[src/rtl/sic_div_cell.sv]
`timescale 1ns / 1ps
// ----------------------------------------------------------------------------
// sic_div_cell
// One restoring-division step: one quotient bit per cell, handed onward.
// ----------------------------------------------------------------------------
module sic_div_cell #(
  parameter int AW = 37,
  parameter int QB = 26
) (
  input  logic          clk,
  input  logic [AW-1:0] r_in,
  input  logic [AW-1:0] d_in,
  input  logic [QB-1:0] lo_in,
  input  logic [QB-1:0] q_in,
  input  logic          neg_in,
  input  logic          ovf_in,
  output logic [AW-1:0] r_out,
  output logic [AW-1:0] d_out,
  output logic [QB-1:0] lo_out,
  output logic [QB-1:0] q_out,
  output logic          neg_out,
  output logic          ovf_out
);

  logic [AW:0] t, sub;
  logic        ge;

  always_comb begin
    t   = {r_in, lo_in[QB-1]};
    sub = t - {1'b0, d_in};
    ge  = t >= {1'b0, d_in};
  end

  always_ff @(posedge clk) begin
    r_out   <= ge ? sub[AW-1:0] : t[AW-1:0];
    d_out   <= d_in;
    lo_out  <= lo_in << 1;
    q_out   <= {q_in[QB-2:0], ge};
    neg_out <= neg_in;
    ovf_out <= ovf_in;
  end

endmodule

[config.mk]
export PLATFORM = sky130hd
export DESIGN_NAME = sic_div_cell
export DESIGN_NICKNAME = d
export VERILOG_FILES = /design/src/rtl/sic_div_cell.sv
export SDC_FILE = /design/constraint.sdc
export NUM_CORES = 1
export LEC_CHECK = 0
export ABC_AREA = 1
export ABC_CLOCK_PERIOD_IN_PS = 2200
export BUFFER_PORTS_ARGS = -buffer_cell sky130_fd_sc_hd__buf_2
export CAP_MARGIN = 0
export CORE_ASPECT_RATIO = 0.5
export CORE_UTILIZATION = 40
export CTS_BUF_LIST = sky130_fd_sc_hd__clkbuf_16
export DETAILED_ROUTE_END_ITERATION = 16
export MAX_ROUTING_LAYER = met4
export PLACE_DENSITY_LB_ADDON = 0.1
export SYNTH_ARGS = -nofsm -noshare
export SYNTH_HDL_FRONTEND = slang
export SYNTH_SLANG_ARGS = --single-unit
[constraint.sdc]
create_clock -name clk -period 2.2 [get_ports clk]
set_input_delay 0.44 -clock clk [delete_from_list [all_inputs] [get_ports clk]]
set_output_delay 0.44 -clock clk [all_outputs]
set_load 0.01 [all_outputs]
After elaboration in Yosys (flattened, before gate mapping)
Cells that the tools add are included.

storage, ports and cells
  flip-flop bits (word level) = 127
  input bits = 129
  output and inout port bits = 128

cells by class
  $add $sub $neg = 1
  order comparisons = 1
  muxes and demuxes = 1

operator list
  operator                                          number
  38-bit by 37-bit >= comparator with 1-bit output  1
  37-bit two-way mux                                1
  37-bit subtractor                                 1

Longest topological paths before layout
Gate-level depths: netlist of the first run.

  word-level depth = 2
  depth in mapped cells = 16
  mapped depth without buffers = 15

Worst setup path after synthesis of the first run
Ideal clock, no wire load.

  path kind = in2reg
  start = input port lo_in[25]
  end = register r_out[26]
  setup time = 0.058 ns
  arrival time = 1.966 ns
  data required time = 2.142 ns
  setup slack = 0.176 ns
  stages on the path = 14
  buffers on the path = 1
  cell sequence = inv_1 > ha_1 > inv_1 > fa_1 > nand2_1 > nand3_2 > nand2_1 > nand3_2 > nand2_1 > nand2_2 > nand2_4 > buf_6 > nand3_1 > nand2_1

between the ends
  word-level cells in the longest chain between the ends = 2

RTL lines
  item                                                                                   RTL line  source
  start: declaration                                                                     13        input logic [QB-1:0] lo_in,
  37-bit subtractor or 38-bit by 37-bit >= comparator with 1-bit output (tied branches)  30, 31
  37-bit two-way mux *                                                                   35        r_out <= ge ? sub[AW-1:0] : t[AW-1:0];
  end signal: assignment                                                                 35
  end: declaration                                                                       17        output logic [AW-1:0] r_out,

Every way passes the cells marked *; elsewhere a longest branch is shown, timed or not.

Worst setup path in the final report of the first run
  start = input port r_in[28]
  end = register r_out[29]

between the ends
  word-level cells in the longest chain between the ends = 2

RTL lines
  item                                                                                   RTL line  source
  start: declaration                                                                     11        input logic [AW-1:0] r_in,
  37-bit subtractor or 38-bit by 37-bit >= comparator with 1-bit output (tied branches)  30, 31
  37-bit two-way mux *                                                                   35

Marks and branches as above.

==> metrics.md, run 1 <==
| Metric | Value |
|---|---|
| Wire per inst | 12.9 um |
| Critical path arrival | around 2.3 ns |
| ANT cells | 0 |
| CTS tree | built |
| Root buf cell | clkbuf_16 |
| DRT Wirelength | 18.5 mm |
| CP endpoint kind | register |
| # setup viols final | 0 |
| Netlist cell types | 32 |
| #FFs+latches synth | approximately 130 |
| Synth top area share | 41.8% |
| Syn_area_per_cell | 7.07 um2 |
| Yosys warnings | 0 |
| Initial Util | 41.5% |
| Rel. slew slack | between 50 and 60% |
| Post-synthesis sequential area ratio | 41.8% |
| Synth Instances | 860 |
| Area of the die | ~0.016 mm2 |
| Vias | approximately 6,500 |
| CTS clock-pin slew for the worst setup and hold paths | roughly 0.06 ns |
| Post-DR vias/cell | 4.51 |
| Vias in the first global route | 5,736 |
| Met3 Wirelength | 1.13 mm |
| RSZ-0062 raised after global routing | no |
| Boundary Pins | 257 |
| Crit path cell chain | buf_2, ha_1, nand2_1, inv_1, a21oi_1, nand2_1, a21oi_1, nand4_2, buf_4, nand3_1, nand2_1 |
| Initial antenna violation count | 0 |
| Die W | 176 um |
| Post-layout min period | 1.99 ns |
| Most common cell after layout, fill and taps aside | nand2_1 |
| Max Transition Viols Final | 0 |
| Layout cell share with drive strength beyond 1 | 33.4% |
| Clk buf depth | 2 |
| Num CTS Buffers | 17 |
| Post-CTS setup repair buffer count | 0 |
| Area growth, synth to finish | 47.8% |
| Most frequent cells in the layout | nand2_1, buf_2, inv_1, dfxtp_1, buf_4 |
| Worst hold path class | input pin to register |
| DR iter-0 viols | about 240 |
| CP max FO | 22 |
| I/O Buffers | ~250 |
| Die H | 89.2 um |
| HPWL after DPL | ~15 mm |
| Placed cell count | 1,405 |
| Worst Setup Start Kind | input pin |
| Max-cap viol count | 0 |
| Row cnt | 31 |
| DR WL met2 | 8.29 mm |
| Multi-input gate area in the final layout | 0.00289 mm2 |
| Post-cts sizing count | 0 |
| Area contributors post-synth | dfxtp_1, nand2_1, inv_1, ha_1, nand3_1 |
| Sequential Area | 0.00254 mm2 |
| First-pass GRT wire length | 28.2 mm |
| Max Fclk | about 0.50 GHz |
| Slowest CP cell | ha_1 |
| Clock sink total | 127 |
| Post-layout nets | 1,393 |
| Initial DRT Pass Iterations | 5 |
| Overall Global Routing Usage | 24.3% |
| DRC viols | 0 |
| CTS H-tree lvls | 4 |
| Outcome | completed |
| Leakage power | about 5.2 nW |
| Synthesized cell area | approximately 0.0061 mm2 |
| Final Hold Fails | 0 |
| Core ar. | 0.0147 mm2 |
| Tightest Pin Transition | 0.652 ns |
| Fin Hold WS | 0.122 ns |
| Dominant cell type by area after synthesis | dfxtp_1 |
| Final TNS setup | 0 ns |
| Maximum vdd drop | 0.498 mV |
| Data required, critical path | approximately 2.5 ns |
| Syn nets | 1,027 |
| Setup Crit Path Kind | input pin to register |
| PD cells | 809 mW/mm2 |
| Crit path largest cell delay | approximately 0.33 ns |
| Filler Cells Inserted | 1,444 |
| CTS Hold Buffers Added | 0 |
| Gr ovfl total | 0 |
| Routability cong. | 0.853 |
| Final Instance Count excl. Fillers | 1,436 |
| DR top layer | met4 |
| Antenna-violating nets left | 0 |
| Final Cycle Share | 90.5% |
| M1 wire length | 8.94 mm |
| Largest net degree at the start of global routing | 24 |
| Top cell by count, worst path | nand2_1 |
[where the power goes]
| part | internal, W | switching (W) | leakage, nW |
|---|---|---|---|
| logic | 0.000728 | 0.000924 | 3.81 |
| clock network | 0.00191 | 0.00113 | 0.301 |
| registers | 0.00253 | 0.0000477 | 1.07 |
[path summary, 6_finish.rpt]
kind	cells past startpoint	startpoint	end	slack [ns]
max	11	r_in[28]	r_out[29]	0.21
min	1	q_in[10]	q_out[11]	0.12
[sequential cells by signal, summed over array words and instances (netlist names)]
signal,flops
ovf_out,1
q_out,26
neg_out,1
lo_out,25
d_out,37
r_out,37
[cells by family after synthesis]
| group | count (synthesis) | synth area share, % |
|---|---|---|
| adder cells (fa/ha/maj) | 38 | 7.94 |
| other | 1 | 0.0617 |
| buffers and inverters | 160 | 10.7 |
| AO/OA/AOI/OAI | 42 | 3.89 |
| AND/OR/NAND/NOR | 473 | 32.9 |
| XOR/XNOR | 19 | 2.74 |
| flip-flops | 127 | 41.8 |
[layout make-up]
| type | count | share of cell area, % |
|---|---|---|
| clock buffers | 17 | 4.74 |
| clock inverters | 14 | 2.28 |
| inverters | 149 | 6.23 |
| multi-input cells | 573 | 32.2 |
| flip-flops and latches | 127 | 28.3 |
| well taps | 198 | 2.76 |
| repair buffers | 358 | 23.5 |
[worst max-delay path: cells and delay by family]
kind	cells	cell delay [ns]
AND/OR/NAND/NOR	5	0.63
adder cells (fa/ha/maj)	1	0.33
AO/OA/AOI/OAI	2	0.46
buffers and inverters	3	0.43
[metrics by stage]
stage | power (W) | instance area (um2) | utilization, % | worst slack [ns]
after global placement | 0.00426 | 8350 | 57.0 | -0.138
final | 0.00726 | 8980 | 61.3 | 0.208
after global routing | 0.00764 | 8980 | 61.3 | 0.0184
after detailed placement | 0.00427 | 8350 | 57.0 | -0.169
after CTS | 0.00734 | 8980 | 61.3 | 0.261
after floorplan | 0.00350 | 6080 | - | 0.176
[synthesized netlist by cell type, drive strengths merged]
cell type	instances
conb	1
ha	37
dfxtp	127
buf	11
nand3b	9
fa	1
a31o	1
nand4	4
xor2	18
a31oi	1
inv	148
nand2	297
nor2	72
xnor2	1
nand3	83
o21bai	6
o21ai	6
a21oi	27
nor3	8
clkinv	1
a21boi	1
[per-layer routing]
layer	vias to the layer above	global-route usage, %
li1	3363	-
met1	2909	31.9
met2	188	38.8
met3	12	4.85
met4	0	5.49
met5	-	-
No activity file was read; power rests on OpenSTA's default activity.
==> run 2, diff against run 1 <==
--- a/config.mk
+++ b/config.mk
@@ -15,6 +15,7 @@
 export DETAILED_ROUTE_END_ITERATION = 16
 export MAX_ROUTING_LAYER = met4
 export PLACE_DENSITY_LB_ADDON = 0.1
+export RECOVER_POWER = 100
 export SYNTH_ARGS = -nofsm -noshare
 export SYNTH_HDL_FRONTEND = slang
 export SYNTH_SLANG_ARGS = --single-unit
==> run 2 against run 1 <==
  * Via count barely moved
  * Largest cell class unchanged
  * Highest routed layer unchanged
  * Global-route usage did not move
  * Count of clock-buffer cells in the layout did not move
==> metrics.md, run 2 (synthesis results as in run 1) <==
| Metric | Value |
|---|---|
| Max-cap viol count | 0 |
| Clock sink total | approximately 130 |
| Num CTS Buffers | 17 |
| # setup viols final | 0 |
| CP max FO | 4 |
| ANT cells | 0 |
| Boundary Pins | ~260 |
| Final Cycle Share | about nine tenths |
| DR top layer | met4 |
| Post-CTS setup repair buffer count | 0 |
| Setup Crit Path Kind | input pin to register |
| Gr ovfl total | 0 |
| Post-layout nets | 1,393 |
| RSZ-0062 raised after global routing | no |
| Max Transition Viols Final | 0 |
| Overall Global Routing Usage | roughly a quarter |
| Fin Hold WS | approximately 0.12 ns |
| Crit path largest cell delay | approximately 0.57 ns |
| Vias | 6,475 |
| CTS H-tree lvls | 4 |
| Crit path cell chain | buf_2, inv_1, ha_1, inv_1, fa_1, nand2_1, a31oi_1, o21ai_0, nand3b_1, nand3_1, nand2_1 |
| CP top delay family | compound AO/OA/AOI/OAI gates |
| Most frequent cells in the layout | nand2_1, inv_1, clkbuf_1, dfxtp_1, buf_2 |
| Rel. slew slack | 52.9% |
| Clk buf depth | 2 |
| I/O Buffers | 254 |
| Post-layout min period | 2.01 ns |
| CTS Hold Buffers Added | 0 |
| Worst hold path class | input pin to register |
| Final Hold Fails | 0 |
| Die H | 89.2 um |
| DR iter-0 viols | between 200 and 300 |
| Vias in the first global route | 5,736 |
| DRT Wirelength | between 15 and 20 mm |
| Critical path arrival | 2.32 ns |
| Worst Path Buf+Inv | 3 |
| DRC viols | 0 |
| Root buf cell | clkbuf_16 |
| Largest net degree at the start of global routing | 24 |
| Final Instance Count excl. Fillers | 1,436 |
| Initial DRT Pass Iterations | 6 |
| Initial Util | 41.5% |
| Slowest CP cell | o21ai_0 |
| Layout cell share with drive strength beyond 1 | roughly 22% |
| Initial antenna violation count | 0 |
| Post-cts sizing count | 0 |
| HPWL after DPL | 15.2 mm |
| Maximum vdd drop | 0.498 mV |
| Antenna-violating nets left | 0 |
| Dpl ws | -0.169 ns |
| Outcome | completed |
| CTS clock-pin slew for the worst setup and hold paths | 0.06 ns |
| DR WL met2 | around 8.3 mm |
| Tightest Pin Transition | 0.699 ns |
| Most common cell after layout, fill and taps aside | nand2_1 |
| Met3 Wirelength | 1.15 mm |
| First-pass GRT wire length | between 20 and 30 mm |
| Row cnt | 31 |
| CP endpoint kind | register |
| Area of the die | about 0.016 mm2 |
| Multi-input gate area in the final layout | between 0.002 and 0.003 mm2 |
| Max Fclk | 0.498 GHz |
| Area growth, synth to finish | 44.7% |
| Data required, critical path | between 2 and 3 ns |
| Top Registers | d_out (37), r_out (37), q_out (26) |
| Worst Setup Start Kind | input pin |
| M1 wire length | 9.00 mm |
| Routability cong. | around 0.85 |
| Wire per inst | 12.9 um |
| Placed cell count | about 1,400 |
| Final WS setup | 0.192 ns |
| Leakage power | 4.79 nW |
| Post-DR vias/cell | about 4.5 |
| Sequential Area | 0.00254 mm2 |
| Core ar. | 0.0147 mm2 |
| CTS tree | built |
| Filler Cells Inserted | about 1,500 |
| Die W | 176 um |
| PD cells | 819 mW/mm2 |
[run 2: cell types whose count changed in the layout (fill, tap and decap cells not counted), sizes merged]
| cell | previous run | this run |
|---|---|---|
| buf | 358 | 220 |
| clkbuf | 17 | 155 |
[run 2: layout make-up]
cell class | count | share of cell area (%)
inverters | 149 | 6.36
clock buffers | 17 | 4.84
repair buffers | 358 | 22.1
flip-flops and latches | 127 | 28.9
multi-input cells | 573 | 32.7
well taps | 198 | 2.82
clock inverters | 14 | 2.33
[run 2: final timing paths]
| check | from | to | slack [ns] | cells past startpoint |
|---|---|---|---|---|
| min | q_in[10] | q_out[11] | 0.12 | 1 |
| max | lo_in[25] | r_out[28] | 0.19 | 11 |
[run 2: power by group]
group	leakage (nW)	switching [W]	internal (W)
registers	1.07	0.0000541	0.00253
logic	3.42	0.000923	0.000664
clock network	0.301	0.00113	0.00191
total	4.79	0.00210	0.00510
[run 2: layer usage]
layer	track usage (%)	up-vias
met5	-	-
met4	5.49	0
met3	4.85	12
met2	38.8	183
met1	31.9	2918
li1	-	3362
[run 2: through the flow]
step	area [um2]	power (W)	util, %	setup TNS (ns)
3_3_place_gp	8350	0.00426	57.0	-4.32
4_1_cts	8980	0.00734	61.3	0
2_1_floorplan	6080	0.00350	-	0
5_1_grt	8800	0.00758	60.0	0
6_report	8800	0.00721	60.0	0
3_5_place_dp	8350	0.00427	57.0	-4.41
==> run 3, diff against run 2 <==
--- a/config.mk
+++ b/config.mk
@@ -16,6 +16,7 @@
 export MAX_ROUTING_LAYER = met4
 export PLACE_DENSITY_LB_ADDON = 0.1
 export RECOVER_POWER = 100
+export REMOVE_ABC_BUFFERS = 1
 export SYNTH_ARGS = -nofsm -noshare
 export SYNTH_HDL_FRONTEND = slang
 export SYNTH_SLANG_ARGS = --single-unit
==> run 3 against run 2 <==
  * Worst setup slack worse by 0.030 ns
  * Clock power decreased by 4%
  * Via count increased by 0.36%
  * Core utilization down 0.21 points
  * Wire length up 5.1%
  * Final area decreased by 0.36%
  * Sequential power about the same
  * Hold slack worse by 0.0017 ns
  * Non-clock buffer count decreased by 2
  * Sequential share of layout area rose by 0.10 points
  * Global-route usage rose by 1.5 points
  * Critical path type unchanged
  * Critical endpoint is now r_out[24]
  * Largest cell class unchanged
==> metrics.md, run 3 (synthesis results as in run 1) <==
| Metric | Value |
|---|---|
| Maximum vdd drop | 0.469 mV |
| Critical path launch point | r_in[16] |
| Core ar. | 0.0147 mm2 |
| Crit path cell chain | clkbuf_1, ha_1, nand2_1, inv_1, nand2_1, nand2_1, a21oi_2, nor2_1, nor2_1, nand2_2, nand2_4, buf_6, nand3_1, nand2_1 |
| Area growth, synth to finish | 44.2% |
| Setup Crit Path Kind | input pin to register |
| Largest net degree at the start of global routing | 22 |
| Routability cong. | 0.905 |
| Num CTS Buffers | 17 |
| Final Instance Count excl. Fillers | 1,435 |
| Total power | roughly 0.0072 W |
| Boundary Pins | approximately 260 |
| Post-cts sizing count | 0 |
| Stages on the worst setup path | 14 |
| CP endpoint | r_out[24] |
| Clock sink total | 127 |
| Crit path largest cell delay | 0.37 ns |
| Final Hold Fails | 0 |
| First-pass GRT wire length | 29.8 mm |
| Final Cycle Share | 92.6% |
| Critical path arrival | approximately 2.4 ns |
| Initial antenna violation count | 0 |
| Antenna-violating nets left | 0 |
| Max Transition Viols Final | 0 |
| Die H | 89.2 um |
| Most common cell after layout, fill and taps aside | nand2_1 |
| PD cells | 816 mW/mm2 |
| CTS tree | built |
| CTS H-tree lvls | 4 |
| Placed Area | 0.00834 mm2 |
| Met1 usage | between 30 and 40% |
| CP endpoint kind | register |
| Worst Path Buf+Inv | 3 |
| Row cnt | 31 |
| HPWL after DPL | 16.2 mm |
| Layout cell share with drive strength beyond 1 | roughly 22% |
| Vias in the first global route | 5,819 |
| Worst hold path class | input pin to register |
| Gr ovfl total | 0 |
| DRT Wirelength | about 20 mm |
| # setup viols final | 0 |
| DR iter-0 viols | 353 |
| Max-cap viol count | 0 |
| Data required, critical path | about 2.6 ns |
| GR Layer Usage met3 | between 5 and 6% |
| Wire per inst | 13.6 um |
| Post-layout min period | 2.04 ns |
| Post-DR vias/cell | 4.53 |
| Worst Setup Start Kind | input pin |
| ANT cells | 0 |
| CP max FO | 16 |
| Initial Util | 41.5% |
| Post-layout nets | around 1,400 |
| Top Registers | d_out (37), r_out (37), q_out (26) |
| Initial DRT Pass Iterations | 5 |
| GR peak layer | met2 |
| Slowest CP cell | ha_1 |
| Leakage power | 4.78 nW |
| Vias | roughly 6,500 |
| Most frequent cells in the layout | nand2_1, inv_1, clkbuf_1, dfxtp_1, buf_2 |
| Outcome | completed |
| Final Instance Area | 0.00877 mm2 |
| Met2 GRT Util | 38.0% |
| I/O Buffers | 254 |
| Final TNS setup | 0 ns |
| CTS Hold Buffers Added | 0 |
| CTS clock-pin slew for the worst setup and hold paths | 0.06 ns |
| Clk buf depth | 2 |
| RSZ-0062 raised after global routing | no |
| Post-CTS setup repair buffer count | 0 |
| Area of the die | about 0.016 mm2 |
| Overall Global Routing Usage | 25.8% |
| DRC viols | 0 |
| Die W | 176 um |
| Root buf cell | clkbuf_16 |
| Top cell by count, worst path | nand2_1 |
| Max Fclk | 0.491 GHz |
| Placed cell count | approximately 1,400 |
| CP top delay family | simple AND/OR/NAND/NOR gates |
[run 3: how the worst min path moves through the flow]
stage,start,end,depth (start not counted),slack [ns]
after floorplan,d_in[0],d_out[0],0,0.47
final,q_in[21],q_out[22],1,0.12
after global routing,lo_in[2],lo_out[3],1,0.10
after CTS,lo_in[2],lo_out[3],1,0.10
after global placement,neg_in,neg_out,1,0.54
after detailed placement,lo_in[18],lo_out[19],1,0.54
[run 3: metal layers]
metal	vias up	wire [um]	part of all wire (%)
met1	2917	9880	51
li1	3370	-	-
met4	0	146	0.75
met2	194	8100	42
met3	17	1380	7.1
met5	-	0	0
[run 3: power by group]
group | switching, W | internal, W
Combinational | 0.000955 | 0.000691
Clock | 0.00113 | 0.00180
Sequential | 0.0000535 | 0.00253
[run 3: area by class of cell]
cell class | count | area (um2)
Multi-Input combinational cell | 573 | 2890
Clock inverter | 15 | 183
Inverter | 149 | 559
Fill cell | 1510 | 5900
Tap cell | 198 | 248
Sequential cell | 127 | 2540
Timing Repair Buffer | 356 | 1920
Clock buffer | 17 | 425
[run 3: metrics by stage]
step                hold WS (ns)  worst slack (ns)  util, %
detailed placement         0.544            -0.223     56.9
global placement           0.543            -0.197     56.9
finish                     0.121             0.162     59.8
global route               0.103            0.0260     59.8
CTS                        0.104             0.210     61.0
floorplan                  0.468            -0.122        -
