[src/rtl/sic_pkg.sv]
`timescale 1ns / 1ps
// ----------------------------------------------------------------------------
// sic_pkg
// Shared types and constants for the segment intersection classifier.
// ----------------------------------------------------------------------------
package sic_pkg;

  localparam int QUOT_BITS = 26;   // quotient magnitude bits, cap at 2^26
  localparam int OUT_BITS  = 24;
  localparam int TOL_BITS  = 16;
  localparam int KIND_BITS = 4;
  localparam int IDX_BITS  = 2;

  localparam logic [IDX_BITS-1:0] REG_AREA_TOL  = 2'd0;
  localparam logic [IDX_BITS-1:0] REG_PARAM_TOL = 2'd1;

  localparam logic [KIND_BITS-1:0] KIND_NONE      = 4'd0;
  localparam logic [KIND_BITS-1:0] KIND_X         = 4'd1;
  localparam logic [KIND_BITS-1:0] KIND_T_Q       = 4'd2;
  localparam logic [KIND_BITS-1:0] KIND_T_P       = 4'd3;
  localparam logic [KIND_BITS-1:0] KIND_V         = 4'd4;
  localparam logic [KIND_BITS-1:0] KIND_X_OVL     = 4'd5;
  localparam logic [KIND_BITS-1:0] KIND_T_OVL_Q   = 4'd6;
  localparam logic [KIND_BITS-1:0] KIND_T_OVL_P   = 4'd7;
  localparam logic [KIND_BITS-1:0] KIND_V_OVL     = 4'd8;

  typedef enum logic [1:0] {
    PATH_NONE,
    PATH_CROSS,
    PATH_COLLINEAR
  } sic_path_t;

  typedef struct packed {
    logic      valid;
    sic_path_t path;
  } sic_ctrl_t;

endpackage

[src/rtl/sic_classify.sv]
`timescale 1ns / 1ps
// ----------------------------------------------------------------------------
// sic_classify
// Tolerance tests on both quotients, kind decode and saturated fields.
// ----------------------------------------------------------------------------
module sic_classify #(
  parameter int F  = 16,
  parameter int AW = 37
) (
  input  logic                                  clk,
  input  logic                                  rst,
  input  sic_pkg::sic_ctrl_t                    ctrl,
  input  logic [sic_pkg::TOL_BITS-1:0]          param_tol,
  input  logic [AW-1:0]                         a_r,
  input  logic [sic_pkg::QUOT_BITS-1:0]         a_q,
  input  logic                                  a_neg,
  input  logic                                  a_ovf,
  input  logic [AW-1:0]                         b_r,
  input  logic [sic_pkg::QUOT_BITS-1:0]         b_q,
  input  logic                                  b_neg,
  input  logic                                  b_ovf,
  output logic                                  done,
  output logic [sic_pkg::KIND_BITS-1:0]         kind,
  output logic signed [sic_pkg::OUT_BITS-1:0]   alpha,
  output logic signed [sic_pkg::OUT_BITS-1:0]   beta
);

  localparam int QB = sic_pkg::QUOT_BITS;
  localparam int MW = QB + 1;
  localparam int OW = sic_pkg::OUT_BITS;
  localparam logic [MW-1:0] ONE = MW'(1) << F;
  localparam logic [MW-1:0] LIM = MW'(1) << (OW - 1);

  logic [MW-1:0] a_mag, b_mag, tol;
  logic          a_st, b_st, ai, az, ao, bi, bz, bo;
  logic [sic_pkg::KIND_BITS-1:0] kind_next;
  logic [OW-1:0] a_fld, b_fld;

  always_comb begin
    tol   = MW'(param_tol);
    a_mag = a_ovf ? (MW'(1) << QB) : MW'(a_q);
    b_mag = b_ovf ? (MW'(1) << QB) : MW'(b_q);
    a_st  = a_ovf || (a_r != '0);
    b_st  = b_ovf || (b_r != '0);
    ai = !a_neg && (a_mag > tol || (a_mag == tol && a_st)) && tol < ONE
         && a_mag < ONE - tol;
    bi = !b_neg && (b_mag > tol || (b_mag == tol && b_st)) && tol < ONE
         && b_mag < ONE - tol;
    az = !ai && (a_mag < tol || (a_mag == tol && !a_st));
    bz = !bi && (b_mag < tol || (b_mag == tol && !b_st));
    ao = !ai && !az;
    bo = !bi && !bz;
    kind_next = sic_pkg::KIND_NONE;
    unique case (ctrl.path)
      sic_pkg::PATH_CROSS: begin
        if (ai && bi)      kind_next = sic_pkg::KIND_X;
        else if (az && bi) kind_next = sic_pkg::KIND_T_Q;
        else if (bz && ai) kind_next = sic_pkg::KIND_T_P;
        else if (az && bz) kind_next = sic_pkg::KIND_V;
      end
      sic_pkg::PATH_COLLINEAR: begin
        if (ai && bi)      kind_next = sic_pkg::KIND_X_OVL;
        else if (ao && bi) kind_next = sic_pkg::KIND_T_OVL_Q;
        else if (bo && ai) kind_next = sic_pkg::KIND_T_OVL_P;
        else if (az && bz) kind_next = sic_pkg::KIND_V_OVL;
      end
      default: kind_next = sic_pkg::KIND_NONE;
    endcase
    if (a_neg) a_fld = (a_mag >= LIM) ? OW'(LIM) : OW'(-a_mag);
    else       a_fld = (a_mag >= LIM) ? OW'(LIM - MW'(1)) : OW'(a_mag);
    if (b_neg) b_fld = (b_mag >= LIM) ? OW'(LIM) : OW'(-b_mag);
    else       b_fld = (b_mag >= LIM) ? OW'(LIM - MW'(1)) : OW'(b_mag);
  end

  always_ff @(posedge clk) begin
    if (rst) begin
      done <= 1'b0;
    end else begin
      done <= ctrl.valid;
    end
    kind  <= kind_next;
    alpha <= (kind_next == sic_pkg::KIND_NONE) ? '0 : a_fld;
    beta  <= (kind_next == sic_pkg::KIND_NONE) ? '0 : b_fld;
  end

endmodule

[config.mk]
export PLATFORM = sky130hd
export DESIGN_NAME = sic_classify
export DESIGN_NICKNAME = d
export VERILOG_FILES = /design/src/rtl/sic_pkg.sv /design/src/rtl/sic_classify.sv
export SDC_FILE = /design/constraint.sdc
export NUM_CORES = 1
export LEC_CHECK = 0
export BUFFER_PORTS_ARGS = -buffer_cell sky130_fd_sc_hd__buf_2
export CAP_MARGIN = 20
export CORE_MARGIN = 2
export CORE_UTILIZATION = 40
export DETAILED_ROUTE_END_ITERATION = 6
export PLACE_DENSITY_LB_ADDON = 0.12
export SLEW_MARGIN = 25
export SYNTH_ARGS = -nofsm -noshare
export SYNTH_HDL_FRONTEND = slang
export SYNTH_SLANG_ARGS = --single-unit
export TNS_END_PERCENT = 20
[constraint.sdc]
create_clock -name clk -period 4.6 [get_ports clk]
set_input_delay 0.92 -clock clk [delete_from_list [all_inputs] [get_ports clk]]
set_output_delay 0.92 -clock clk [all_outputs]
set_load 0.05 [all_outputs]
# --- Word-level counts from Yosys, hierarchy flattened ---
# Cells that the tools add are included.
# W data, S select, Z words.
word_totals:
  reg_bits: 53
  input_bits: 151
  out_inout_bits: 53
  wordCells: 71
classes:
  add_sub_neg: 3
  order_cmp: 8
  n_eq_ne: 4
  n_mux: 17
  n_reduce_logical: 35
ops:
  columns: ["operator", "count"]
  rows:
  - ["$mux W24", 6]
  - ["$reduce_bool A37 Y1", 2]
  - ["$eq A27 B16 Y1", 2]
  - ["$ge A27 B24 Y1 const B", 2]
  - ["$gt A27 B16 Y1", 2]
  - ["$lt A27 B16 Y1", 2]
  - ["$lt A27 B27 Y1", 2]
  - ["$mux W27", 2]
  - ["$neg A24 Y24", 2]
  - ["$logic_and A1 B1 Y1", 18]
  - ["$sub A17 B16 Y18 const A", 1]
  - ["$mux W4", 4]
  - ["$mux W3", 4]
  - ["$logic_not A1 Y1", 8]
  - ["$pmux W4 S2", 1]
  - ["$logic_or A1 B1 Y1", 6]
  - ["$logic_not A4 Y1", 1]
  - ["$eq A2 B1 Y1 const B", 1]
  - ["$eq A2 B2 Y1 const B", 1]

# --- Logic depth before layout (Yosys ltp) ---
# Gate-level depths: netlist of run 1.
depth:
  ltp_word: 16
  ltp_mapped: 18
  mapped_depth_nobuf: 16

# --- Worst setup path after synthesis of run 1 ---
# OpenSTA, ideal clock, no wires.
synth_path:
  kind: "input -> register"
  startpoint: "input port a_ovf"
  endpoint: "register beta[1] (netlist bit)"
  arrival_ns: 4.113
  t_required_ns: 4.534
  slack_ns: 0.420
  cell_stages: 16
  n_path_buf: 5
  cell_sequence: "buf_6 clkbuf_1 clkbuf_1 nor2b_1 ha_1 a21o_1 a21o_1 a2111oi_0 o21ai_2 a211oi_2 nand2_1 nor4b_4 a21oi_1 buf_6 buf_6 a21oi_2"
synth_via:
  elab_chain_cells: 15
  elab_cells_between_ends: 33
synth_rtl:
  columns: ["item", "line_no", "text"]
  rows:
  - ["from (decl)", "sic_classify.sv:17", "input logic a_ovf,"]
  - ["parallel branches: the longest is 13 deep, another holds $gt A27 B16 Y1", null, null]
  - ["$pmux W4 S2 *", "sic_classify.sv:54", "unique case (ctrl.path)"]
  - ["net kind_next, one bit", "sic_classify.sv:36", "logic [sic_pkg::KIND_BITS-1:0] kind_next;"]
  - ["$logic_not A4 Y1 *", "sic_classify.sv:83", "beta <= (kind_next == sic_pkg::KIND_NONE) ? '0 : b_fld;"]
  - ["to (signal assigned)", "sic_classify.sv:83", null]
  - ["to (decl)", "sic_classify.sv:25", "output logic signed [sic_pkg::OUT_BITS-1:0] beta"]
# Mark *: on every way through the listed nets, which the timed path passes.
# A chain may end at the register's enable or synchronous reset.

# --- Worst setup path after layout of run 1 ---
layout_path:
  startpoint: "input port param_tol[4] (netlist bit)"
  endpoint: "register alpha[5] (netlist bit)"
layout_via:
  elab_chain_cells: 15
  elab_cells_between_ends: 45
layout_rtl:
  columns: ["item", "line_no", "text"]
  rows:
  - ["from (decl)", "sic_classify.sv:13", "input logic [sic_pkg::TOL_BITS-1:0] param_tol,"]
  - ["parallel branches: the longest is 13 deep, another holds $lt A27 B27 Y1", null, null]
  - ["$pmux W4 S2 *", "sic_classify.sv:54", null]
  - ["$logic_not A4 Y1 *", "sic_classify.sv:82", "alpha <= (kind_next == sic_pkg::KIND_NONE) ? '0 : a_fld;"]
  - ["to (signal assigned)", "sic_classify.sv:82", null]
  - ["to (decl)", "sic_classify.sv:24", "output logic signed [sic_pkg::OUT_BITS-1:0] alpha,"]
# Every way passes the cells marked *.

==> results of run 1 <==
layout make-up:
| class | count | area share |
|---|---|---|
| Multi-Input combinational cell | 568 | 0.581 |
| Timing Repair Buffer | 229 | 0.185 |
| Sequential cell | 53 | 0.157 |
| Tap cell | 172 | 0.0319 |
| Inverter | 41 | 0.0228 |
| Clock buffer | 5 | 0.0185 |
| Clock inverter | 3 | 0.00371 |
through the flow:
stage                util  std cells  total power, W  setup WS (ns)
detailed placement  0.518       1063        0.000853         -0.105
global placement    0.518       1063        0.000843         0.0800
finish              0.530       1071         0.00125          0.210
global route        0.530       1071         0.00132       -0.00806
floorplan               -        691        0.000695          0.420
CTS                 0.530       1071         0.00126          0.203
repair_timing:
| item | 4_1_cts | 5_1_grt |
|---|---|---|
| hold endpoints to repair | 0 | 0 |
| setup endpoints to repair | 0 | 42 |
| gates resized for setup | 0 | 3 |
| hold buffers | 0 | 0 |
registers in the layout, summed over array words and instances (netlist names):
signal  cells
kind        4
done        1
beta       24
alpha      24
worst min-delay path by stage:
stage	slack [ns]	startpoint	end
final	0.77	rst	done
after global routing	0.77	rst	done
after CTS	0.76	rst	done
after detailed placement	1.08	rst	done
after global placement	1.08	rst	done
after floorplan	0.99	rst	done
layer usage:
metal | wire, um | part of all wire | track usage | vias to the layer above
li1 | - | - | - | 2929
met1 | 7820 | 0.44 | 0.321 | 2737
met2 | 8720 | 0.49 | 0.443 | 230
met3 | 1030 | 0.058 | 0.0352 | 16
met4 | 198 | 0.011 | 0.0394 | 0
met5 | 0 | 0 | 0 | -
report_power, final:
group,internal [W],leakage [nW],switching (W)
Sequential,0.000459,0.427,0.000000179
Combinational,0.000164,2.73,0.000227
Clock,0.000205,0.0704,0.000194
critical path: stages:
cell       delay (ns)
buf_2            0.13
nor3_1           0.35
nand4_1          0.31
xnor2_1          0.32
ha_1             0.29
a21oi_1          0.14
o21ai_1          0.12
a2111oi_1        0.48
buf_4            0.21
o21ai_2          0.07
o211ai_1         0.18
a311oi_1         0.10
a31o_1           0.25
a21oi_4          0.38
buf_12           0.23
a21oi_1          0.09
cells in the mapped netlist (all sizes together), types with 3 or more instances:
library cell / n
a2111oi: 3
a211oi: 7
a21o: 5
a21oi: 103
a31oi: 4
and2: 4
buf: 11
clkbuf: 18
dfxtp: 53
ha: 69
inv: 40
mux2i: 5
nand2: 55
nand2b: 6
nand3: 20
nand3b: 4
nand4: 16
nor2: 60
nor2b: 30
nor3: 17
nor3b: 3
nor4: 32
o2111ai: 3
o211ai: 6
o21a: 3
o21ai: 26
o21bai: 3
o22a: 5
o31a: 3
o31ai: 5
or2: 4
or3: 4
or4: 4
xnor2: 33
xor2: 5
kinds of logic (layout without fill, tap and decap cells):
group / count (synthesis) / after routing / synth area share
and+or+nand+nor: 263 / 263 / 0.264
buffers and inverters: 70 / 278 / 0.0583
adders and majority gates: 69 / 69 / 0.164
muxes: 5 / 5 / 0.00952
DFF: 53 / 53 / 0.202
AOI/OAI and AO/OA: 193 / 193 / 0.239
xor gates and xnor gates: 38 / 38 / 0.0633
==> PnR_summary.wiki, run 1 <==
{| class="wikitable"
! Metric !! Value
|-
| Transition time at the pin with the least slew margin || 0.766 ns
|-
| Number of sinks handled by clock tree synthesis || between 50 and 60
|-
| Number of fill cells in the layout || around 1300
|-
| Arrival @ worst endpoint || approximately 4.6 ns
|-
| Post-route ant nets || 0
|-
| Worst setup endpoint || alpha[5]
|-
| Depth of the worst hold-timing path || 2
|-
| Cell type with the largest total area after synthesis || dfxtp_1
|-
| Synthesized area divided by synthesized cell count || approximately 7.6 sq um
|-
| FMAX || 228 MHz
|-
| Area added between synthesis and finish || 28.3%
|-
| Status || completed
|-
| Number of diodes || 0
|-
| Die area || between 10000 and 15000 sq um
|-
| Final cycle utilization of the critical path || 0.954
|-
| Biggest fanout along the worst timing path || 24
|-
| Pin count of the biggest net entering global routing || 49
|-
| Area of the core region || 12700 sq um
|-
| Highest-count cells in the layout ignoring fill and taps || buf_2 (203), a21oi_1 (82), ha_1 (69), nor2_1 (60), nand2_1 (55)
|-
| Top-Level Pins || 204
|-
| Worst setup EP type || register
|-
| Ratio of cells with drive above 1 in the final layout || 0.305
|-
| Worst setup startpoint || param_tol[4]
|-
| Number of global-route vias before repair || approximately 5900
|-
| Horizontal die dimension || 119 um
|-
| Final Setup Violations || 0
|-
| Number of violations of the max-capacitance limit || 0
|-
| Average detailed-routed wire length per instance || between 15 and 20 um
|-
| Portion of synthesized cell area occupied by the leading cell type || 0.202
|-
| Total via count after detailed routing || 5912
|-
| DRC violations left || 0
|-
| Number of nets in the synthesized netlist || slightly above 900
|-
| Routed wire length || about 18000 um
|-
| CTS root buffer || clkbuf_16
|-
| Number of synthesized register bits || 53
|-
| Total global routing overflow || 0
|-
| Drt pass-1 iters || 6
|-
| Class of the worst hold path || input port to register
|-
| Total clock buffers created by CTS || 5
|-
| Synth warn || 0
|-
| CTS tree || done
|-
| Violation count after the first detailed-route iteration || ~440
|-
| Storage element area || ~1100 sq um
|-
| Req. time, crit path || ~4.8 ns
|-
| P per Cell Area || 185 nW/um^2
|-
| Final GP Congestion || ~0.9
|-
| Rows || 41
|-
| Die height || 119 um
|-
| Depth of the CTS H-tree || 2
|-
| Post-synthesis instance total || between 600 and 700
|-
| Fin nets || 1118
|-
| Cell types occupying the most area after synthesis || dfxtp_1 (20%), ha_1 (16%), a21oi_1 (7.9%)
|-
| Area of the multi-input gates || roughly 3900 sq um
|-
| Synth Cell Area || around 5300 sq um
|-
| Detail Placement HPWL || 14800 um
|-
| Leak pwr || 3.23 nW
|-
| Total negative slack || 0 ns
|-
| Global-route wire length before repair || roughly 28000 um
|-
| Overall Global Routing Usage || 0.248
|-
| Port Buffers || 203
|-
| Count of final max-slew check failures || 0
|-
| Initial antenna violation count || 0
|-
| Proportion of synthesized chip area in sequential cells || 0.202
|-
| Kind of launch point of the worst setup path || input port
|-
| Non-Filler Cell Area, Final || approximately 6700 sq um
|-
| Largest vdd supply drop || approximately 0.00011 V
|-
| Final Hold Vio Count || 0
|-
| Maximum clock path buffer count || 2
|-
| Starting Density || 0.413
|-
| Type of the setup path with the least slack || input port to register
|-
| CTS clock-pin slew for the worst setup and hold paths || roughly 0.07 ns
|-
| Worst slew slack as a fraction of its limit || 0.476
|-
| Crit path time final || 4.39 ns
|-
| Most used DFF post-synth || dfxtp_1
|-
| Synth async-reset ratio || 0
|-
| Most frequent standard cell in the layout excluding fill and tap cells || buf_2
|-
| Buffers inserted by post-CTS timing repair || 0
|-
| Number of vias per cell || about 5.5
|-
| Count of cell types in the netlist || between 60 and 70
|-
| Placed inst area || roughly 6600 sq um
|-
| Number of enable flip-flop cells after synthesis || 0
|-
| Final hold slack || between 0.7 and 0.8 ns
|}
No activity file was read; power rests on OpenSTA's default activity.
==> run 2: changes to the inputs <==
==> constraint.sdc (replaced) <==
create_clock -name clk -period 4.6 [get_ports clk]
set_input_delay 0 -clock clk [delete_from_list [all_inputs] [get_ports clk]]
set_output_delay 0 -clock clk [all_outputs]
set_load 0.05 [all_outputs]
==> PnR_summary.wiki, run 2 (synthesis results as in run 1) <==
{| class="wikitable"
! Metric !! Value
|-
| Violations in the final reports || DRC
|-
| P per Cell Area || 188 nW/um^2 (was 185 nW/um^2)
|-
| Cell type of the slowest stage on the worst timing path || clkinv_1 (was a2111oi_1)
|-
| Detail Placement HPWL || 14500 um (was 14800 um)
|-
| Final GP Congestion || 0.893 (was 0.900)
|-
| Kind of launch point of the worst setup path || input port (unchanged)
|-
| Number of sinks handled by clock tree synthesis || 53 (unchanged)
|-
| Final Hold Vio Count || 0 (unchanged)
|-
| DRC violations left || 2 (was 0)
|-
| Post-route ant nets || 0 (unchanged)
|-
| Area added between synthesis and finish || 25.3% (was 28.3%)
|-
| Drt pass-1 iters || 7 (was 6)
|-
| CTS clock-pin slew for the worst setup and hold paths || 0.08 ns (was 0.07 ns)
|-
| GR Util met1 || 0.328 (was 0.321)
|-
| Non-Filler Cell Area, Final || 6590 sq um (was 6750 sq um)
|-
| Port Buffers || 203 (unchanged)
|-
| Total via count after detailed routing || 5742 (was 5912)
|-
| Placement-stage worst setup slack || 0.627 ns (was -0.105 ns)
|-
| Rows || 41 (unchanged)
|-
| Crit path time final || 3.71 ns (was 4.39 ns)
|-
| Status || finished with violations (was completed)
|-
| Area of the core region || 12700 sq um (unchanged)
|-
| Ratio of cells with drive above 1 in the final layout || 0.286 (was 0.305)
|-
| Storage element area || 1060 sq um (unchanged)
|-
| Most frequent standard cell in the layout excluding fill and tap cells || buf_2 (unchanged)
|-
| Leak pwr || 3.12 nW (was 3.23 nW)
|-
| Worst slew slack as a fraction of its limit || 0.521 (was 0.476)
|-
| Setup repair after global routing missed its margin || false
|-
| Horizontal die dimension || 119 um (unchanged)
|-
| Fin util || 0.518 (was 0.530)
|-
| Routed wire length || 17500 um (was 17800 um)
|-
| Stages on worst setup path || 15 (was 16)
|-
| Pin count of the biggest net entering global routing || 49 (unchanged)
|-
| Violation count after the first detailed-route iteration || 383 (was 441)
|-
| Area of the multi-input gates || 3910 sq um (was 3920 sq um)
|-
| CTS resizes || 0 (unchanged)
|-
| Registers with the most flip-flops || alpha (24), beta (24), kind (4) (unchanged)
|-
| Count of final max-slew check failures || 0 (unchanged)
|-
| Worst stage delay on the critical path || 0.56 ns (was 0.48 ns)
|-
| CTS root buffer || clkbuf_16 (unchanged)
|-
| Placed Cells || 1042 (was 1063)
|-
| Average detailed-routed wire length per instance || 16.6 um (about the same)
|-
| Total global routing overflow || 0 (unchanged)
|-
| Number of hold buffers added after CTS || 2 (was 0)
|-
| Starting Density || 0.413 (unchanged)
|-
| Setup slack after layout || 0.888 ns (was 0.210 ns)
|-
| Worst setup startpoint || b_ovf (was param_tol[4])
|-
| Biggest fanout along the worst timing path || 24 (unchanged)
|-
| Die area || 14100 sq um (unchanged)
|-
| Count of buffering cells on the critical path with inverters included || 4 (was 3)
|-
| Number of vias per cell || 5.46 (was 5.52)
|-
| Dominant delay contributor by cell family on the critical path || compound AO/OA/AOI/OAI gates (unchanged)
|-
| Total clock buffers created by CTS || 5 (unchanged)
|-
| Buffers inserted by post-CTS timing repair || 0 (unchanged)
|-
| Worst setup EP type || register (unchanged)
|-
| Arrival @ worst endpoint || 3.89 ns (was 4.56 ns)
|-
| Number of fill cells in the layout || 1295 (was 1296)
|-
| Layout Cells excl Fill || 1052 (was 1071)
|-
| Global Route met2 Usage || 0.420 (was 0.443)
|-
| Worst setup endpoint || alpha[5] (unchanged)
|-
| Overall Global Routing Usage || 0.243 (was 0.248)
|-
| FMAX || 269 MHz (was 228 MHz)
|-
| Initial antenna violation count || 0 (unchanged)
|-
| Type of the setup path with the least slack || input port to register (unchanged)
|-
| Die height || 119 um (unchanged)
|-
| Highest-count cells in the layout ignoring fill and taps || buf_2 (203), a21oi_1 (82), ha_1 (69), nor2_1 (60), nand2_1 (55) (unchanged)
|-
| Maximum clock path buffer count || 2 (unchanged)
|-
| Number of global-route vias before repair || 5474 (was 5869)
|-
| Met3 layer usage reported by global route || 0.0372 (was 0.0352)
|-
| Most heavily used metal layer in global routing || met2 (unchanged)
|-
| Chain of cells forming the critical path || buf_2 -> clkinv_1 -> nand2_1 -> inv_1 -> ha_1 -> a211oi_1 -> nor2_1 -> o31a_1 -> o31ai_1 -> and2_1 -> nor2_1 -> a22o_1 -> a22oi_2 -> buf_4 -> a21oi_1 (was buf_2 -> nor3_1 -> nand4_1 -> xnor2_1 -> ha_1 -> a21oi_1 -> o21ai_1 -> a2111oi_1 -> buf_4 -> o21ai_2 -> o211ai_1 -> a311oi_1 -> a31o_1 -> a21oi_4 -> buf_12 -> a21oi_1)
|-
| Global-route wire length before repair || 27900 um (was 28500 um)
|-
| Placed inst area || 6420 sq um (was 6590 sq um)
|-
| Final Setup Violations || 0 (unchanged)
|-
| Total negative slack || 0 ns (unchanged)
|-
| Final cycle utilization of the critical path || 0.807 (was 0.954)
|-
| Number of violations of the max-capacitance limit || 0 (unchanged)
|-
| Number of diodes || 0 (unchanged)
|-
| Req. time, crit path || 4.77 ns (about the same)
|-
| Largest vdd supply drop || 0.000135 V (was 0.000114 V)
|-
| Class of the worst hold path || input port to register (unchanged)
|-
| CTS tree || done (unchanged)
|-
| Fin nets || 1099 (was 1118)
|-
| Top-Level Pins || 204 (unchanged)
|-
| Most common cell on crit path || nor2_1 (was a21oi_1)
|-
| Depth of the CTS H-tree || 2 (unchanged)
|-
| Transition time at the pin with the least slew margin || 0.701 ns (was 0.766 ns)
|}
[run 2: cell count changes in the layout (fill, tap and decap cells not counted), sizes merged]
cell         change
buf             -21
clkinv           -1
clkinvlp         +1
dlygate4sd3      +2
[run 2: metal layers]
metal,up-vias,share of wire,routed length (um)
li1,2900,-,-
met1,2634,0.45,7810
met2,201,0.49,8500
met3,7,0.063,1100
met4,0,0.0054,94
met5,-,0,0
[run 2: final cells by class]
cell class              count  area share
clock buffers               5      0.0190
clock inverters             3     0.00399
inverters                  41      0.0233
multi-input cells         568       0.593
flip-flops and latches     53       0.161
well taps                 172      0.0326
repair buffers            210       0.167
[run 2: metrics by stage]
stage	hold slack, ns	power (W)
5_1_grt	0.0543	0.00131
3_5_place_dp	0.166	0.000842
3_3_place_gp	0.157	0.000835
6_report	0.0329	0.00124
2_1_floorplan	0.0716	0.000695
4_1_cts	0.0312	0.00125
[run 2: how the worst min path moves through the flow]
stage                      endpoint    start  cells after the start
final                     alpha[11]  a_q[11]                      4
after CTS                 alpha[11]  a_q[11]                      4
after floorplan                done      rst                      1
after global placement         done      rst                      2
after detailed placement       done      rst                      2
after global routing      alpha[11]  a_q[11]                      4
[run 2: power breakdown]
group          switching (W)  internal, W
sequential       0.000000189     0.000459
clock               0.000196     0.000206
combinational       0.000222     0.000156
==> run 3: changes to the inputs <==
--- a/config.mk
+++ b/config.mk
@@ -5,6 +5,7 @@
 export SDC_FILE = /design/constraint.sdc
 export NUM_CORES = 1
 export LEC_CHECK = 0
+export ABC_AREA = 1
 export BUFFER_PORTS_ARGS = -buffer_cell sky130_fd_sc_hd__buf_2
 export CAP_MARGIN = 20
 export CORE_MARGIN = 2
==> constraint.sdc (replaced) <==
create_clock -name clk -period 3.08 [get_ports clk]
set_input_delay 0 -clock clk [delete_from_list [all_inputs] [get_ports clk]]
set_output_delay 0 -clock clk [all_outputs]
set_load 0.05 [all_outputs]
==> PnR_summary.wiki, run 3 <==
{| class="wikitable"
! Metric !! Value
|-
| Ratio of cells with drive above 1 in the final layout || 0.313 (was 0.286)
|-
| Maximum clock path buffer count || 2 (unchanged)
|-
| Number of vias per cell || 4.93 (was 5.46)
|-
| CTS tree || done (unchanged)
|-
| Port Buffers || 203 (unchanged)
|-
| Area of the multi-input gates || 4340 sq um (was 3910 sq um)
|-
| CTS clock-pin slew for the worst setup and hold paths || 0.07 ns (was 0.08 ns)
|-
| Final hold slack || 0.0241 ns (was 0.0329 ns)
|-
| Cell type with the largest total area after synthesis || dfxtp_1 (unchanged)
|-
| Average detailed-routed wire length per instance || 14.3 um (was 16.6 um)
|-
| Non-Filler Cell Area, Final || 7850 sq um (was 6590 sq um)
|-
| Total via count after detailed routing || 6557 (was 5742)
|-
| Leading cell types by count after synthesis || nand2_1 (189), nor2_1 (187), inv_1 (118) (was a21oi_1 (83), ha_1 (69), nor2_1 (60))
|-
| Count of final max-slew check failures || 0 (unchanged)
|-
| Worst setup endpoint || alpha[9] (was alpha[5])
|-
| Layout Cells excl Fill || 1329 (was 1052)
|-
| CTS root buffer || clkbuf_16 (unchanged)
|-
| Horizontal die dimension || 123 um (was 119 um)
|-
| Final Setup Violations || 0 (unchanged)
|-
| Initial antenna violation count || 0 (unchanged)
|-
| Fin nets || 1368 (was 1099)
|-
| Number of sinks handled by clock tree synthesis || 53 (unchanged)
|-
| Worst setup startpoint || param_tol[1] (was b_ovf)
|-
| Placed Cells || 1299 (was 1042)
|-
| Die area || 15100 sq um (was 14100 sq um)
|-
| Transition time at the pin with the least slew margin || 0.517 ns (was 0.701 ns)
|-
| Synthesized area divided by synthesized cell count || 6.22 sq um (was 7.61 sq um)
|-
| Number of global-route vias before repair || 5656 (was 5474)
|-
| Cell types occupying the most area after synthesis || dfxtp_1 (19%), ha_1 (15%), nand2_1 (13%) (was dfxtp_1 (20%), ha_1 (16%), a21oi_1 (7.9%))
|-
| Rows || 43 (was 41)
|-
| Final Hold Vio Count || 0 (unchanged)
|-
| Global-route wire length before repair || 26500 um (was 27900 um)
|-
| Starting Density || 0.409 (was 0.413)
|-
| Status || completed (was finished with violations)
|-
| Final cycle utilization of the critical path || 0.993
|-
| Number of fill cells in the layout || 1418 (was 1295)
|-
| Area of the core region || 13900 sq um (was 12700 sq um)
|-
| Count of cell types in the netlist || 34 (was 65)
|-
| Setup slack after layout || 0.0230 ns (was 0.888 ns)
|-
| Biggest fanout along the worst timing path || 5 (was 24)
|-
| Violation count after the first detailed-route iteration || 461 (was 383)
|-
| Type of the setup path with the least slack || input port to register (unchanged)
|-
| Setup repair after global routing missed its margin || true (was false)
|-
| Final GP Congestion || 0.937 (was 0.893)
|-
| Fin util || 0.566 (was 0.518)
|-
| Depth of the CTS H-tree || 2 (unchanged)
|-
| Overall Global Routing Usage || 0.220 (was 0.243)
|-
| Post-synthesis instance total || 911 (was 691)
|-
| Placement-stage worst setup slack || -0.348 ns (was 0.627 ns)
|-
| Kind of launch point of the worst setup path || input port (unchanged)
|-
| Arrival @ worst endpoint || 3.28 ns (was 3.89 ns)
|-
| Most used DFF post-synth || dfxtp_1 (unchanged)
|-
| FMAX || between 300 and 400 MHz
|-
| Leak pwr || 4.25 nW (was 3.12 nW)
|-
| Registers with the most flip-flops || alpha (24), beta (24), kind (4) (unchanged)
|-
| Storage element area || 1060 sq um (unchanged)
|-
| Synth warn || 0 (unchanged)
|-
| Portion of synthesized cell area occupied by the leading cell type || 0.187 (was 0.202)
|-
| Number of diodes || 0 (unchanged)
|-
| Synth Cell Area || 5670 sq um (was 5260 sq um)
|-
| Most frequent cell after synthesis || nand2_1 (was a21oi_1)
|-
| Drt pass-1 iters || 7 (unchanged)
|-
| Crit path time final || approximately 3 ns
|-
| Total global routing overflow || 0 (unchanged)
|-
| P per Cell Area || 243 nW/um^2 (was 188 nW/um^2)
|-
| Req. time, crit path || 3.30 ns (was 4.77 ns)
|-
| Worst setup EP type || register (unchanged)
|-
| Post-route ant nets || 0 (unchanged)
|-
| DRC violations left || 0 (was 2)
|-
| Number of nets in the synthesized netlist || 1131 (was 911)
|-
| Class of the worst hold path || input port to register (unchanged)
|-
| Die height || 123 um (was 119 um)
|-
| Number of enable flip-flop cells after synthesis || 0 (unchanged)
|-
| Worst slew slack as a fraction of its limit || 0.654 (was 0.521)
|-
| Largest vdd supply drop || 0.000213 V (was 0.000135 V)
|-
| Detail Placement HPWL || 14500 um (about the same)
|-
| Proportion of synthesized chip area in sequential cells || 0.187 (was 0.202)
|-
| Routed wire length || 19000 um (was 17500 um)
|-
| Highest-count cells in the layout ignoring fill and taps || buf_2 (201), nand2_1 (182), nor2_1 (182), inv_1 (113), ha_1 (68) (was buf_2 (203), a21oi_1 (82), ha_1 (69), nor2_1 (60), nand2_1 (55))
|-
| Pin count of the biggest net entering global routing || 49 (unchanged)
|-
| Number of synthesized register bits || 53 (unchanged)
|-
| Total clock buffers created by CTS || 5 (unchanged)
|-
| Top-Level Pins || 204 (unchanged)
|-
| Most frequent standard cell in the layout excluding fill and tap cells || buf_2 (unchanged)
|-
| Number of violations of the max-capacitance limit || 0 (unchanged)
|-
| Area added between synthesis and finish || 38.5% (was 25.3%)
|-
| Placed inst area || 7000 sq um (was 6420 sq um)
|-
| Synth async-reset ratio || 0 (unchanged)
|}
## run 3: how the worst min path moves through the flow
stage	startpoint	endpoint	depth (start not counted)	slack [ns]
6_report	a_q[1]	alpha[1]	3	0.02
5_1_grt	a_q[1]	alpha[1]	3	0.06
4_1_cts	a_q[1]	alpha[1]	3	0.002
3_5_place_dp	rst	done	2	0.16
3_3_place_gp	rst	done	2	0.16
2_1_floorplan	rst	done	1	0.07
## run 3: layer usage
metal | global-route usage | up-vias | wire length (um)
met4 | 0.0547 | 0 | 423
met3 | 0.0231 | 31 | 1350
met5 | 0 | - | 0
met2 | 0.363 | 267 | 8940
li1 | - | 3368 | -
met1 | 0.308 | 2891 | 8240
## run 3: repair_timing
action,in CTS,in global routing
hold buffers,2,0
resized for setup,2,92
endpoints found under the setup margin,43,50
cloned,0,13
endpoints found under the hold margin,1,0
buffers inserted,0,7
pin swaps,0,34
## run 3: cell families after synthesis
logic type               share of synthesized area
AND/OR/NAND/NOR                              0.332
buffers and inverters                        0.108
AO/OA/AOI/OAI                                0.135
adder cells (fa/ha/maj)                      0.152
XOR/XNOR                                    0.0850
flip-flops                                   0.187
## run 3: final cells by class
| cell class | instances | share of cell area |
|---|---|---|
| Multi-Input combinational cell | 714 | 0.553 |
| Timing Repair Buffer | 254 | 0.206 |
| Sequential cell | 53 | 0.135 |
| Inverter | 120 | 0.0593 |
| Tap cell | 180 | 0.0287 |
| Clock buffer | 6 | 0.0164 |
| Clock inverter | 2 | 0.00191 |
## run 3: critical path, cell delays in order
cell	delay, ns
buf_8	0.10
inv_8	0.05
ha_4	0.15
nand3_4	0.07
nor3_4	0.20
and3_4	0.21
nand4_1	0.12
nor2_2	0.23
nand3_2	0.14
xor2_2	0.19
ha_1	0.32
inv_2	0.06
nor3_2	0.17
nand2_1	0.08
nand2_1	0.08
nand2_2	0.10
inv_2	0.08
nor2_4	0.04
buf_4	0.13
a21oi_4	0.27
nand2_8	0.14
clkbuf_16	0.20
a21oi_1	0.14
## run 3: report_power, final
group	leakage [nW]	internal, W	total [W]	switching, W
sequential	0.427	0.000687	0.000687	0.000000435
clock	0.0631	0.000302	0.000559	0.000257
combinational	3.76	0.000258	0.000661	0.000402
total	4.25	0.00125	0.00191	0.000660
## run 3: stage by stage
step / total power (W) / setup TNS [ns]
floorplan: 0.00109 / 0
global placement: 0.00131 / -11.40
detailed placement: 0.00131 / -15.42
CTS: 0.00187 / 0
global route: 0.00203 / -6.46
finish: 0.00191 / 0
